==> src/hw/rtl/udrb_pkg.sv <==
`timescale 1ns / 1ps

package udrb_pkg;

  localparam int unsigned RingDepthDefault = 8;
  localparam int unsigned CmdW = 3;
  localparam int unsigned ByteW = 8;
  localparam int unsigned LevelW = 4;

  typedef enum logic [CmdW-1:0] {
    CmdPut      = 3'd0,
    CmdGet      = 3'd1,
    CmdTxReady  = 3'd2,
    CmdRxArrive = 3'd3,
    CmdFlushRx  = 3'd4,
    CmdFlushTx  = 3'd5
  } udrb_cmd_e;

  typedef struct packed {
    logic push;
    logic pop;
    logic flush;
  } udrb_ring_req_t;

  typedef struct packed {
    logic            [CmdW-1:0] cmd;
    logic                       ok;
    logic                       over;
    logic                       rd_rx;
    logic                       rd_tx;
  } udrb_pend_t;

endpackage

==> src/hw/rtl/udrb_if.sv <==
`timescale 1ns / 1ps

interface udrb_in_if;
  logic                       valid;
  logic                       ready;
  logic [udrb_pkg::CmdW-1:0]  command;
  logic [udrb_pkg::ByteW-1:0] data_in;

  modport source (output valid, output command, output data_in, input ready);
  modport sink (input valid, input command, input data_in, output ready);
endinterface

interface udrb_out_if;
  logic                        valid;
  logic                        ready;
  logic [udrb_pkg::ByteW-1:0]  data_out;
  logic                        ok;
  logic                        rx_overwrote;
  logic                        tx_active;
  logic [udrb_pkg::LevelW-1:0] rx_level;
  logic [udrb_pkg::LevelW-1:0] tx_level;

  modport source (
    output valid, output data_out, output ok, output rx_overwrote,
    output tx_active, output rx_level, output tx_level, input ready
  );
  modport sink (
    input valid, input data_out, input ok, input rx_overwrote,
    input tx_active, input rx_level, input tx_level, output ready
  );
endinterface

==> src/hw/rtl/udrb_ring.sv <==
`timescale 1ns / 1ps

module udrb_ring #(
  parameter int unsigned RING_DEPTH = udrb_pkg::RingDepthDefault
) (
  input  logic                                  clk_i,
  input  logic                                  rst_ni,
  input  udrb_pkg::udrb_ring_req_t              req_i,
  input  logic [udrb_pkg::ByteW-1:0]            wdata_i,
  output logic [udrb_pkg::ByteW-1:0]            rdata_o,
  output logic [$clog2(RING_DEPTH+1)-1:0]       fill_o,
  output logic                                  full_o,
  output logic                                  empty_o
);
  import udrb_pkg::*;

  localparam int unsigned PtrW = $clog2(RING_DEPTH);
  localparam int unsigned FillW = $clog2(RING_DEPTH + 1);

  logic [ByteW-1:0] mem [RING_DEPTH];
  logic [ByteW-1:0] rdata_q;
  logic [PtrW-1:0]  rd_ptr_q, rd_ptr_d, wr_ptr_q, wr_ptr_d;
  logic [FillW-1:0] fill_q, fill_d;
  logic             do_push, do_pop;

  function automatic logic [PtrW-1:0] ptr_next(logic [PtrW-1:0] p);
    return (p == PtrW'(RING_DEPTH - 1)) ? '0 : p + 1'b1;
  endfunction

  assign full_o  = (fill_q == FillW'(RING_DEPTH));
  assign empty_o = (fill_q == '0);
  assign do_push = req_i.push;
  assign do_pop  = req_i.pop && !empty_o;

  always_comb begin
    rd_ptr_d = rd_ptr_q;
    wr_ptr_d = wr_ptr_q;
    fill_d   = fill_q;
    if (req_i.flush) begin
      rd_ptr_d = '0;
      wr_ptr_d = '0;
      fill_d   = '0;
    end else if (do_push) begin
      wr_ptr_d = ptr_next(wr_ptr_q);
      if (full_o) begin
        rd_ptr_d = ptr_next(rd_ptr_q);
      end else begin
        fill_d = fill_q + 1'b1;
      end
    end else if (do_pop) begin
      rd_ptr_d = ptr_next(rd_ptr_q);
      fill_d   = fill_q - 1'b1;
    end
  end

  always_ff @(posedge clk_i or negedge rst_ni) begin
    if (!rst_ni) begin
      rd_ptr_q <= '0;
      wr_ptr_q <= '0;
      fill_q   <= '0;
    end else begin
      rd_ptr_q <= rd_ptr_d;
      wr_ptr_q <= wr_ptr_d;
      fill_q   <= fill_d;
    end
  end

  always_ff @(posedge clk_i) begin
    if (do_push && !req_i.flush) begin
      mem[wr_ptr_q] <= wdata_i;
    end
    if (do_pop && !req_i.flush && !do_push) begin
      rdata_q <= mem[rd_ptr_q];
    end
  end

  assign rdata_o = rdata_q;
  assign fill_o  = fill_q;

  a_fill_bound: assert property (@(posedge clk_i) disable iff (!rst_ni)
    fill_q <= FillW'(RING_DEPTH))
    else $error("Ring fill count exceeds the ring depth.");

  a_ptr_agree: assert property (@(posedge clk_i) disable iff (!rst_ni)
    (empty_o || full_o) |-> (rd_ptr_q == wr_ptr_q))
    else $error("Ring pointers disagree with an empty or full ring.");

  a_pop_count: assert property (@(posedge clk_i) disable iff (!rst_ni)
    (do_pop && !req_i.push && !req_i.flush) |=> (fill_q == $past(fill_q) - 1'b1))
    else $error("A pop did not lower the fill count by one.");

endmodule

==> src/hw/rtl/uart_dual_ring_buffer_core.sv <==
`timescale 1ns / 1ps
// A request moves through the pending register, then the output register.
// Throughput: one request per cycle, set by the registered memory read
// followed by the output register; a stalled output holds the input off.
// Reset: ring pointers, fill counts, the transmit-active flag and the pipeline
// valid bits clear at once; ring contents are not cleared.
module uart_dual_ring_buffer_core #(
  parameter int unsigned RING_DEPTH = udrb_pkg::RingDepthDefault
) (
  input  logic        clk_i,
  input  logic        rst_ni,
  udrb_in_if.sink     in_i,
  udrb_out_if.source  out_o
);
  import udrb_pkg::*;

  localparam int unsigned FillW = $clog2(RING_DEPTH + 1);

  udrb_ring_req_t   rx_req, tx_req;
  logic [ByteW-1:0] rx_rdata, tx_rdata;
  logic [FillW-1:0] rx_fill, tx_fill;
  logic             rx_full, rx_empty, tx_full, tx_empty;

  udrb_pend_t       pend_d, pend_q;
  logic             pend_valid_q;
  logic             out_valid_q;
  logic             tx_en_q, tx_en_d;
  logic             advance, accept;

  logic [ByteW-1:0]  data_q;
  logic              ok_q, over_q, tx_active_q;
  logic [LevelW-1:0] rx_level_q, tx_level_q;
  logic [FillW+LevelW-1:0] rx_fill_ext, tx_fill_ext;

  udrb_ring #(.RING_DEPTH(RING_DEPTH)) u_rx_ring (
    .clk_i   (clk_i),
    .rst_ni  (rst_ni),
    .req_i   (rx_req),
    .wdata_i (in_i.data_in),
    .rdata_o (rx_rdata),
    .fill_o  (rx_fill),
    .full_o  (rx_full),
    .empty_o (rx_empty)
  );

  udrb_ring #(.RING_DEPTH(RING_DEPTH)) u_tx_ring (
    .clk_i   (clk_i),
    .rst_ni  (rst_ni),
    .req_i   (tx_req),
    .wdata_i (in_i.data_in),
    .rdata_o (tx_rdata),
    .fill_o  (tx_fill),
    .full_o  (tx_full),
    .empty_o (tx_empty)
  );

  assign advance    = !out_valid_q || out_o.ready;
  assign in_i.ready = advance;
  assign accept     = in_i.valid && advance;

  always_comb begin
    rx_req      = '0;
    tx_req      = '0;
    tx_en_d     = tx_en_q;
    pend_d      = '0;
    pend_d.cmd  = in_i.command;
    if (accept) begin
      case (in_i.command)
        CmdPut: begin
          if (!tx_full) begin
            tx_req.push = 1'b1;
            tx_en_d     = 1'b1;
            pend_d.ok   = 1'b1;
          end
        end
        CmdGet: begin
          if (!rx_empty) begin
            rx_req.pop   = 1'b1;
            pend_d.ok    = 1'b1;
            pend_d.rd_rx = 1'b1;
          end
        end
        CmdTxReady: begin
          if (!tx_empty) begin
            tx_req.pop   = 1'b1;
            pend_d.ok    = 1'b1;
            pend_d.rd_tx = 1'b1;
          end
          if (tx_empty || (tx_fill == FillW'(1))) begin
            tx_en_d = 1'b0;
          end
        end
        CmdRxArrive: begin
          rx_req.push = 1'b1;
          pend_d.over = rx_full;
        end
        CmdFlushRx: rx_req.flush = 1'b1;
        CmdFlushTx: tx_req.flush = 1'b1;
        default: ;
      endcase
    end
  end

  always_ff @(posedge clk_i or negedge rst_ni) begin
    if (!rst_ni) begin
      pend_valid_q <= 1'b0;
      out_valid_q  <= 1'b0;
      tx_en_q      <= 1'b0;
    end else begin
      tx_en_q <= tx_en_d;
      if (advance) begin
        pend_valid_q <= accept;
        out_valid_q  <= pend_valid_q;
      end
    end
  end

  assign rx_fill_ext = {{LevelW{1'b0}}, rx_fill};
  assign tx_fill_ext = {{LevelW{1'b0}}, tx_fill};

  always_ff @(posedge clk_i) begin
    if (accept) begin
      pend_q <= pend_d;
    end
    if (advance && pend_valid_q) begin
      data_q      <= pend_q.rd_rx ? rx_rdata : (pend_q.rd_tx ? tx_rdata : '0);
      ok_q        <= pend_q.ok;
      over_q      <= pend_q.over;
      tx_active_q <= tx_en_q;
      rx_level_q  <= rx_fill_ext[LevelW-1:0];
      tx_level_q  <= tx_fill_ext[LevelW-1:0];
    end
  end

  assign out_o.valid        = out_valid_q;
  assign out_o.data_out     = data_q;
  assign out_o.ok           = ok_q;
  assign out_o.rx_overwrote = over_q;
  assign out_o.tx_active    = tx_active_q;
  assign out_o.rx_level     = rx_level_q;
  assign out_o.tx_level     = tx_level_q;

  a_put_sets_active: assert property (@(posedge clk_i) disable iff (!rst_ni)
    (pend_valid_q && pend_q.ok && (pend_q.cmd == CmdPut)) |-> tx_en_q)
    else $error("An accepted put left the transmit-active flag low.");

  a_drain_clears_active: assert property (@(posedge clk_i) disable iff (!rst_ni)
    (pend_valid_q && (pend_q.cmd == CmdTxReady) && tx_empty) |-> !tx_en_q)
    else $error("Transmit-active flag stayed high with an empty transmit ring.");

  a_one_read: assert property (@(posedge clk_i) disable iff (!rst_ni)
    pend_valid_q |-> !(pend_q.rd_rx && pend_q.rd_tx))
    else $error("A request read both rings.");

endmodule
==> src/flat_wrapper.sv <==
// flat-port wrapper written by rule: the top's interface ports become plain ports
module uart_dual_ring_buffer_core_flat import udrb_pkg::*;
#(
  parameter int unsigned RING_DEPTH = udrb_pkg::RingDepthDefault
)
  (clk_i, rst_ni, in_i_valid, in_i_command, in_i_data_in, in_i_ready, out_o_valid, out_o_data_out, out_o_ok, out_o_rx_overwrote, out_o_tx_active, out_o_rx_level, out_o_tx_level, out_o_ready);
  udrb_in_if in_i_i ();
  udrb_out_if out_o_i ();
  input  logic clk_i;
  input  logic rst_ni;
  input wire logic [$bits(in_i_i.valid)-1:0] in_i_valid;
  input wire logic [$bits(in_i_i.command)-1:0] in_i_command;
  input wire logic [$bits(in_i_i.data_in)-1:0] in_i_data_in;
  output wire logic [$bits(in_i_i.ready)-1:0] in_i_ready;
  output wire logic [$bits(out_o_i.valid)-1:0] out_o_valid;
  output wire logic [$bits(out_o_i.data_out)-1:0] out_o_data_out;
  output wire logic [$bits(out_o_i.ok)-1:0] out_o_ok;
  output wire logic [$bits(out_o_i.rx_overwrote)-1:0] out_o_rx_overwrote;
  output wire logic [$bits(out_o_i.tx_active)-1:0] out_o_tx_active;
  output wire logic [$bits(out_o_i.rx_level)-1:0] out_o_rx_level;
  output wire logic [$bits(out_o_i.tx_level)-1:0] out_o_tx_level;
  input wire logic [$bits(out_o_i.ready)-1:0] out_o_ready;
  assign in_i_i.valid = in_i_valid;
  assign in_i_i.command = in_i_command;
  assign in_i_i.data_in = in_i_data_in;
  assign in_i_ready = in_i_i.ready;
  assign out_o_valid = out_o_i.valid;
  assign out_o_data_out = out_o_i.data_out;
  assign out_o_ok = out_o_i.ok;
  assign out_o_rx_overwrote = out_o_i.rx_overwrote;
  assign out_o_tx_active = out_o_i.tx_active;
  assign out_o_rx_level = out_o_i.rx_level;
  assign out_o_tx_level = out_o_i.tx_level;
  assign out_o_i.ready = out_o_ready;
  uart_dual_ring_buffer_core #(.RING_DEPTH(RING_DEPTH)) u_core (.clk_i(clk_i), .rst_ni(rst_ni), .in_i(in_i_i), .out_o(out_o_i));
endmodule
==> config.mk <==
export PLATFORM = sky130hd
export DESIGN_NAME = uart_dual_ring_buffer_core_flat
export DESIGN_NICKNAME = d
export VERILOG_FILES = /design/src/hw/rtl/udrb_pkg.sv /design/src/hw/rtl/udrb_if.sv /design/src/hw/rtl/udrb_ring.sv /design/src/hw/rtl/uart_dual_ring_buffer_core.sv /design/src/flat_wrapper.sv
export SDC_FILE = /design/constraint.sdc
export NUM_CORES = 1
export LEC_CHECK = 0
export BUFFER_PORTS_ARGS = -buffer_cell sky130_fd_sc_hd__clkbuf_2
export CAP_MARGIN = 5
export CORE_MARGIN = 3
export CORE_UTILIZATION = 50
export CTS_CLUSTER_DIAMETER = 100
export DETAILED_ROUTE_END_ITERATION = 16
export PLACE_DENSITY = 0.67
export REMOVE_ABC_BUFFERS = 1
export SLEW_MARGIN = 5
export SYNTH_ARGS = -nofsm -noshare
export SYNTH_HDL_FRONTEND = slang
export SYNTH_SLANG_ARGS = --single-unit
==> constraint.sdc <==
create_clock -name clk_i -period 2.8 [get_ports clk_i]
set_input_delay 0.56 -clock clk_i [delete_from_list [all_inputs] [get_ports clk_i]]
set_output_delay 0.56 -clock clk_i [all_outputs]
set_load 0.005 [all_outputs]
# Word level (Yosys, flattened, before mapping)

Memories as Yosys holds them, arrays and structs flattened. A register that Yosys moved wholly into a read port is not among the register bits.
Index checks and enable logic that the tools add are counted.

Flip-flop bits (word level): 46
Bits in latches: 0
Bits in writable memories: 128
Memory bits (read-only): 0
Input bits: 15
Output and inout port bits: 21
Memories kept: 2

Memories:

| memory               | depth | width | rd ports | clocked after Yosys merged registers in | write ports | RTL line        | RTL |
|---|---|---|---|---|---|---|---|
| u_core.u_rx_ring.mem | 8     | 8     | 1        | 1                                       | 1           | udrb_ring.sv:20 | `logic [ByteW-1:0] mem [RING_DEPTH];` |
| u_core.u_tx_ring.mem | 8     | 8     | 1        | 1                                       | 1           | udrb_ring.sv:20 |  |

$add $sub $neg: 8
$mul: 0
Divide/modulo/power cells: 0
Magnitude comparators: 0
Equality and inequality tests: 18
Shifts and indexed selects: 0
Muxes and demuxes: 45
Bitwise gates (word level): 0
Reductions and logical operators: 32

Operators with widths:

| operator              | count |
|---|---|
| $mux W3               | 18 |
| $mux W4               | 8 |
| $eq A3 B3 Y1 const B  | 6 |
| $mux W8               | 2 |
| $mux W1               | 15 |
| $add A3 B1 Y3 const B | 4 |
| $ne A3 B3 Y1 const B  | 4 |
| $logic_and A1 B1 Y1   | 10 |
| $add A4 B1 Y4 const B | 2 |
| $eq A4 B4 Y1 const B  | 2 |
| $logic_not A4 Y1      | 2 |
| $reduce_and A2 Y1     | 4 |
| $sub A4 B1 Y4 const B | 2 |
| $logic_not A1 Y1      | 7 |
| $eq A3 B2 Y1 const B  | 2 |
| $reduce_bool A2 Y1    | 3 |
| $reduce_bool A3 Y1    | 2 |
| $eq A4 B1 Y1 const B  | 1 |
| $reduce_and A4 Y1     | 1 |
| $eq A3 B1 Y1 const B  | 1 |
| $logic_not A3 Y1      | 1 |
| $pmux W1 S3           | 1 |
| $logic_or A1 B1 Y1    | 2 |
| $ne A2 B1 Y1 const B  | 1 |
| 2 further kinds       | 2 |

# Logic depth before layout (Yosys ltp)

Gate-level depths: netlist of run 1.

Word-level depth: 8
Gate-level depth with buffers: 10

# Cells and area by module

Synthesis of run 1 repeated with hierarchy kept, for this count alone.

Cell total of the unflattened synthesis: 417
Area total of the unflattened synthesis: 7,708.6 sq um

Modules (own cells, without submodules):

| module                        | times used | cells each | area an instance (sq um) | sequential area each (sq um) |
|---|---|---|---|---|
| udrb_ring at u_core.u_rx_ring | 1          | 175        | 3,348.2                  | 2,412.3 |
| udrb_ring at u_core.u_tx_ring | 1          | 174        | 3,323.2                  | 2,412.3 |
| uart_dual_ring_buffer_core    | 1          | 68         | 1,037.2                  | 765.7 |

# Least setup slack after synthesis of run 1

Ideal clock, no wire load.

Path type: input -> register
Start: input port out_o_ready
End: memory u_core.u_tx_ring.mem[0][0], enable pin
Setup time: 0.395 ns
Arrival: 2.204 ns
Required time: 2.405 ns
Slack: 0.202 ns
Stages: 7
Buffers on the path: 2
Cell sequence: nand2b_1 > buf_4 > nand2_4 > inv_1 > nand3_1 > buf_2 > nor4_1

Longest elaborated chain between the ends: 7

Ends and longest elaborated chain:

| what                            | RTL line                         | RTL |
|---|---|---|
| from (decl)                     | flat_wrapper.sv:22               | `input wire logic [$bits(out_o_i.ready)-1:0] out_o_ready;` |
| $logic_or A1 B1 Y1 *            | uart_dual_ring_buffer_core.sv:57 | `assign advance = !out_valid_q \|\| out_o.ready;` |
| named net in_i_ready            | flat_wrapper.sv:14               | `output wire logic [$bits(in_i_i.ready)-1:0] in_i_ready;` |
| $logic_and A1 B1 Y1 *           | uart_dual_ring_buffer_core.sv:59 | `assign accept = in_i.valid && advance;` |
| named net u_core.accept         | uart_dual_ring_buffer_core.sv:28 | `logic advance, accept;` |
| $mux W3 *                       | uart_dual_ring_buffer_core.sv:67 | `if (accept) begin` |
| $logic_not A1 Y1                | udrb_ring.sv:69                  | `if (do_push && !req_i.flush) begin` |
| $logic_and A1 B1 Y1 *           | udrb_ring.sv:69                  |  |
| $mux W1 *                       | udrb_ring.sv:69                  |  |
| $mux W1 (implied by the code) * | udrb_ring.sv:70                  | `mem[wr_ptr_q] <= wdata_i;` |
| to (decl)                       | udrb_ring.sv:20                  |  |

The timed path passes the listed nets; every way through them passes the cells marked *.

# Worst setup path in the final report of run 1

Start: register u_core.u_tx_ring.fill_q[0] (netlist: u_core.u_tx_ring.fill_o[0])
End: memory u_core.u_tx_ring.mem[5][5], enable pin

Longest elaborated chain between the ends: 7

Ends and longest elaborated chain:

| what                          | RTL line                         | RTL |
|---|---|---|
| from (decl)                   | udrb_ring.sv:23                  | `logic [FillW-1:0] fill_q, fill_d;` |
| from (signal assigned)        | udrb_ring.sv:64                  | `fill_q <= fill_d;` |
| $eq A4 B4 Y1                  | udrb_ring.sv:30                  | `assign full_o = (fill_q == FillW'(RING_DEPTH));` |
| $mux W1                       | uart_dual_ring_buffer_core.sv:70 | `if (!tx_full) begin` |
| $mux W1                       | uart_dual_ring_buffer_core.sv:68 | `case (in_i.command)` |
| $mux W3                       | uart_dual_ring_buffer_core.sv:67 |  |
| $logic_and A1 B1 Y1           | udrb_ring.sv:69                  |  |
| $mux W1                       | udrb_ring.sv:69                  |  |
| $mux W1 (implied by the code) | udrb_ring.sv:70                  |  |

Every way passes these cells.

==> results of run 1 <==
[worst paths after layout]
| kind | start | end | slack [ns] | cells after the start |
|---|---|---|---|---|
| max | u_core.u_tx_ring.fill_o[0] | u_core.u_tx_ring.mem[5][5] | 0.49 | 8 |
| min | rst_ni | u_core.u_tx_ring.rd_ptr_q[1] | 0.13 | 1 |
| max reg2reg | u_core.u_tx_ring.fill_o[0] | u_core.u_tx_ring.mem[5][5] | 0.49 | 8 |
| min reg2reg | u_core.pend_q[3] | u_core.out_o.ok | 0.42 | 0 |
| max in group asynchronous | rst_ni | u_core.u_rx_ring.rd_ptr_q[1] | 2.26 | 1 |
| min in group clk_i | u_core.pend_q[3] | u_core.out_o.ok | 0.42 | 0 |
[power by group]
| part | internal, W | leakage (nW) | switching, W |
|---|---|---|---|
| combinational | 0.000813 | 1.01 | 0.000598 |
| sequential | 0.00334 | 1.81 | 0.000323 |
| clock | 0.00142 | 0.298 | 0.00105 |
[metrics by stage]
| step | cells | area, um2 | util | hold WS (ns) |
|---|---|---|---|---|
| after global routing | 677 | 8840 | 0.594 | 0.163 |
| after global placement | 645 | 8230 | 0.554 | 0.410 |
| after floorplan | 401 | 7630 | - | 0.264 |
| final | 677 | 8840 | 0.594 | 0.133 |
| after detailed placement | 645 | 8230 | 0.554 | 0.417 |
| after CTS | 677 | 8840 | 0.594 | 0.148 |
[area by class of cell]
cell class | instances | area share
clock inverters | 15 | 0.0207
well taps | 184 | 0.0261
clock buffers | 17 | 0.0481
multi-input cells | 201 | 0.227
flip-flops and latches | 190 | 0.633
repair buffers | 60 | 0.0411
inverters | 10 | 0.00425
[state kept, by name (all words and copies together) (netlist names)]
signal,count
u_core.u_tx_ring.rdata_o,8
u_core.u_rx_ring.rd_ptr_q,3
u_core.out_o.tx_active,1
u_core.pend_q,4
u_core.out_o.rx_level,4
u_core.u_tx_ring.fill_o,4
u_core.tx_en_q,1
u_core.u_rx_ring.mem,64
u_core.u_rx_ring.rdata_o,8
u_core.pend_valid_q,1
u_core.out_o.ok,1
u_core.u_tx_ring.mem,64
u_core.out_o.tx_level,4
u_core.out_o.data_out,8
u_core.u_tx_ring.wr_ptr_q,3
u_core.u_rx_ring.wr_ptr_q,3
u_core.u_rx_ring.fill_o,4
u_core.out_o.valid,1
u_core.out_o.rx_overwrote,1
u_core.u_tx_ring.rd_ptr_q,3
[cell usage after synthesis, types with 2 or more instances]
cell type,count,area (um2)
a21oi_2,2,17.5
a22o_1,8,70.1
nand2b_1,6,37.5
o21ai_2,2,17.5
clkbuf_1,6,22.5
inv_1,8,30.0
xnor2_1,2,17.5
buf_2,4,20.0
o31ai_1,3,22.5
nand2_1,22,82.6
nor4_1,2,12.5
mux2_2,22,248
nor2b_1,5,31.3
dfrtp_1,23,576
mux4_2,32,721
a21oi_1,10,50.1
nor4b_2,2,30.0
ha_1,13,163
nor3_1,9,45.0
and2_1,2,12.5
nor2_1,14,52.6
edfxtp_1,167,5010
o21ai_0,5,25.0
inv_2,2,7.51
nor3b_1,3,22.5
nand3_1,12,60.1
buf_6,2,22.5
buf_4,6,45.0
a31oi_1,3,18.8
[cell families (layout without fill, tap and decap cells)]
logic type / Yosys count / count (layout) / synth area share
flops: 190 / 190 / 0.721
simple gates: 89 / 89 / 0.0665
mux: 55 / 55 / 0.126
compound gates: 40 / 40 / 0.0392
buf+inv: 29 / 102 / 0.0195
fa+ha+maj: 14 / 14 / 0.0236
xor+xnor: 3 / 3 / 0.00339
[layer usage]
layer | vias up | global-route usage | wire (um)
li1 | 1782 | - | -
met1 | 1935 | 0.251 | 6020
met2 | 112 | 0.276 | 6770
met3 | 4 | 0.0488 | 909
met4 | 0 | 0.0508 | 74
met5 | - | 0 | 0
[worst register-to-register path, stage by stage (launching register included)]
cell and delay (ns):
dfrtp_1 0.49, inv_1 0.08, ha_1 0.23, nor2b_1 0.15, a21oi_1 0.24, nor2b_2 0.21
nand2_1 0.14, nor3b_1 0.23, buf_4 0.23
==> metrics.md, run 1 <==
| Metric | Value |
|---|---|
| Status | finished clean |
| Dpl ws | 0.370 ns |
| Clk buf depth | 2 |
| F_max | 0.434 GHz |
| Largest net degree at the start of global routing | 24 |
| Dpl hpwl | 8840 um |
| Clk Latency, worst-skew pair | around 0.43 ns |
| Ys flop type | edfxtp_1 |
| Vias in the first global route | 3,925 |
| Synth Cell Area | 7750 um2 |
| Routed via count | 3,833 |
| Max-slew headroom | 0.412 |
| Critical-path cell list | inv_1, ha_1, nor2b_1, a21oi_1, nor2b_2, nand2_1, nor3b_1, buf_4 |
| CP Data Required Time | between 2 and 3 ns |
| Initial antenna violation count | 0 |
| Max_cap viols | 0 |
| Via density | 5.66 |
| Worst Path Class, Setup | reg2reg |
| FFs w/ async S/R, synth | 0.121 |
| RSZ-0062 raised after global routing | no |
| Die Y | 130 um |
| Reg clk slew, reported paths | about 0.070 ns |
| Pwr Density | 854 nW/um2 |
| CP startpoint kind | flop |
| Die ar. | around 17,000 um2 |
| Multi-input combinational cell area | 2010 um2 |
| Ports | 36 |
| Nets | 509 |
| TNS Setup | 0 ns |
| Commonest non-fill, non-tap cell in the layout | edfxtp_1 |
| Fillcell total | between 1,000 and 1,500 |
| Final Cycle Share | 0.823 |
| GR Overflow Total | 0 |
| CP max stage delay | 0.49 ns |
| Lkg Pwr | 3.12 nW |
| VDD IR max | 0.527 mV |
| Hold buffer count at cts | 0 |
| Row cnt | 44 |
| Final ANT Viol Nets | 0 |
| Buffers inserted by post-CTS timing repair | 0 |
| DRC violations left | 0 |
| Critical Path AT | 2.44 ns |
| EDFF count, synth | 167 |
| DR WL/cell | ~20 um |
| HP Class | in2async |
| Starting DRC count in detailed routing | 309 |
| Yosys warns | 0 |
| Post-synthesis sequential element count | 190 |
| Most frequent cells in the layout | edfxtp_1 (167), clkbuf_2 (35), mux4_2 (32) |
| Post-cts sizing count | 0 |
| Synthesis-to-finish area growth | 14.0% |
| First-pass GRT wire length | 22,100 um |
| CTS root buffer | clkbuf_16 |
| Slowest stage cell, crit path | dfrtp_1 |
| CP bufs+invs | 2 |
| Mean Syn Cell Area | 18.4 um2 |
| CP endpoint kind | flop |
| Final worst slack | 0.494 ns |
| Die W | 130 um |
| Critical path's top delay family | simple AND/OR/NAND/NOR gates |
| Total CTS buffers | 17 |
| Crit path max fanout | 8 |
| Flip-flop and latch area | 5590 um2 |
| Number of diodes | 0 |
| Worst Skew | 0.0138 ns |
| GRT Total Usage | 0.178 |
| Power, Total | 0.00754 W |
| First-pass DRT Iterations | 4 |
| Gpl congestion | 0.768 |
| Fin. Hold Viols | 0 |
| Endpoints failing setup | 0 |
| Core area | 14,900 um2 |
| Cells after Synth | 420 |
| WL final | around 14,000 um |
| Share of post-route cells with drive strength above 1 | 0.333 |
| Initial core utilization | 0.521 |
| Period minus WS final | between 2 and 2.5 ns |
| Worst-Margin Slew | 0.882 ns |
| Synth unique cells | 52 |
| I/O Buffers | 35 |
| Sink Count | 190 |
| CTS tree | done |
| Seq/Total Area, Yosys | 0.721 |
| H-tree depth | 4 |
| Fin. max-slew vios | 0 |
Note: power is estimated with default switching activity, not from simulation.
==> run 2, diff against run 1 <==
==> constraint.sdc (replaced) <==
create_clock -name clk_i -period 2.13 [get_ports clk_i]
set_input_delay 0.426 -clock clk_i [delete_from_list [all_inputs] [get_ports clk_i]]
set_output_delay 0.426 -clock clk_i [all_outputs]
set_load 0.005 [all_outputs]
==> metrics.md, run 2 (synthesized netlist as in run 1, its figures left out) <==
| Metric | Value |
|---|---|
| Status | finished clean |
| Final Cycle Share | 0.939 |
| Core area | 14,900 um2 |
| Met3 Usage GRT | 0.0411 |
| Share of post-route cells with drive strength above 1 | 0.365 |
| I/O Buffers | 35 |
| Fin. max-slew vios | 0 |
| Sink Count | 190 |
| First-pass GRT wire length | between 20,000 and 25,000 um |
| Gpl congestion | 0.779 |
| Starting DRC count in detailed routing | just under 400 |
| WL final | 14,200 um |
| Most frequent cells in the layout | edfxtp_1 (167), buf_4 (39), clkbuf_2 (35) |
| Reg clk slew, reported paths | 0.07 ns |
| VDD IR max | 0.647 mV |
| Max-slew headroom | 0.578 |
| Initial core utilization | 0.521 |
| CP endpoint kind | flop |
| Clk buf depth | 2 |
| F_max | approximately 0.5 GHz |
| Worst Skew | 0.00625 ns |
| Die Y | 130 um |
| CTS root buffer | clkbuf_16 |
| Ports | 36 |
| HP Class | in2async |
| DR WL/cell | 20.4 um |
| Total CTS buffers | 17 |
| Reg-to-reg slack, setup | 0.13 ns |
| Synthesis-to-finish area growth | 15.5% |
| Post-layout util | 0.602 |
| Pwr Density | 1090 nW/um2 |
| GRT Total Usage | 0.180 |
| Most Crowded Layer GR | met2 |
| Critical-path cell list | inv_1, ha_1, nor2b_1, a21oi_2, nor2b_2, nand2_2, nor3b_2, buf_4 |
| Regs by FF count | u_core.u_rx_ring.mem: 64 flops, u_core.u_tx_ring.mem: 64 flops |
| Largest net degree at the start of global routing | 24 |
| Max_cap viols | 0 |
| Die ar. | between 15,000 and 20,000 um2 |
| Commonest non-fill, non-tap cell in the layout | edfxtp_1 |
| Row cnt | 44 |
| Worst Path Class, Setup | reg2reg |
| Nets | 526 |
| Lkg Pwr | around 3.2 nW |
| Final std cell area, no fill | 8950 um2 |
| Slowest stage cell, crit path | dfrtp_1 |
| CP startpoint kind | flop |
| Met2 usage | 0.285 |
| Dpl hpwl | 9360 um |
| Number of diodes | 0 |
| Met1 usage | 0.250 |
| Clk Latency, worst-skew pair | between 0.4 and 0.5 ns |
| GR Overflow Total | 0 |
| Placed cell count | 662 |
| Worst R2R End | u_core.u_tx_ring.mem[5][3] |
| Endpoints failing setup | 0 |
| Die W | 130 um |
| Routed via count | 3,968 |
| Vias in the first global route | 4,013 |
| CTS tree | done |
| Via density | around 5.7 |
| RSZ-0062 raised after global routing | no |
| CP max stage delay | 0.35 ns |
| Critical Path AT | 2.14 ns |
| Final std cells w/o fill | 694 |
| Period minus WS final | 2.00 ns |
| Initial antenna violation count | 0 |
| CP Data Required Time | ~2.3 ns |
| Beginning of the worst register-to-register path | u_core.u_tx_ring.fill_o[1] |
| H-tree depth | 4 |
| First-pass DRT Iterations | 4 |
| Final ANT Viol Nets | 0 |
| Fin. Hold Viols | 0 |
| Placement-stage cell area | 8390 um2 |
| Worst R2R Path Depth | 8 |
| Crit path max fanout | 8 |
| Worst-Margin Slew | 0.633 ns |
| DRC violations left | 0 |
run 2: cell types whose count changed in the layout (fill, tap and decap cells not counted), sizes merged:
cell | previous run | this run
buf | 25 | 42
bufinv | 3 | 0
clkinvlp | 2 | 5
clkinv | 4 | 6
inv | 16 | 14
run 2: final cells by class:
class,instances,area (um2)
Clock buffer,17,425
Clock inverter,15,114
Fill cell,1083,5910
Inverter,10,37.5
Multi-Input combinational cell,201,2030
Sequential cell,190,5590
Tap cell,184,230
Timing Repair Buffer,77,528
run 2: stage by stage:
stage,setup WS (ns),hold WS [ns],power [W],TNS [ns]
2_1_floorplan,-0.526,0.130,0.00619,-21.50
3_3_place_gp,0.00579,0.401,0.00691,0
3_5_place_dp,-0.0325,0.411,0.00700,-0.397
4_1_cts,0.0643,0.0151,0.00988,0
5_1_grt,0.0386,0.0369,0.0103,0
6_report,0.131,0.00673,0.00978,0
run 2: worst max path at each step:
| stage | from | cells after the start | slack, ns | endpoint |
|---|---|---|---|---|
| after detailed placement | in_i_command[2] | 8 | -0.03 | u_core.u_tx_ring.mem[5][3] |
| final | u_core.u_tx_ring.fill_o[1] | 8 | 0.13 | u_core.u_tx_ring.mem[5][3] |
| after floorplan | out_o_ready | 5 | -0.53 | u_core.u_tx_ring.mem[0][0] |
| after global routing | u_core.u_tx_ring.fill_o[1] | 8 | 0.04 | u_core.u_tx_ring.mem[3][7] |
| after CTS | u_core.u_tx_ring.fill_o[1] | 7 | 0.06 | u_core.u_tx_ring.mem[4][5] |
| after global placement | in_i_command[2] | 8 | 0.006 | u_core.u_tx_ring.mem[5][1] |
run 2: critical path: cells and delay by family, from the launching register on:
family,cells,cell delay (ns)
buffers and inverters,2,0.27
and+or+nand+nor,4,0.69
AOI/OAI and AO/OA,1,0.21
DFF,1,0.35
adders and majority gates,1,0.19
run 2: layer usage:
metal  share of wire  vias up
li1                -     1822
met2            0.50      108
met3           0.053       16
met5               0        -
met4           0.014        0
met1            0.44     2022
run 2: power by group:
group	internal, W	switching, W
clock	0.00150	0.00139
combinational	0.00121	0.00100
sequential	0.00440	0.000272
run 2: timing repair:
| action | 4_1_cts | 5_1_grt |
|---|---|---|
| endpoints found under the setup margin | 0 | 50 |
| hold buffers | 0 | 0 |
| gates resized for setup | 0 | 5 |
| setup buffers | 0 | 0 |
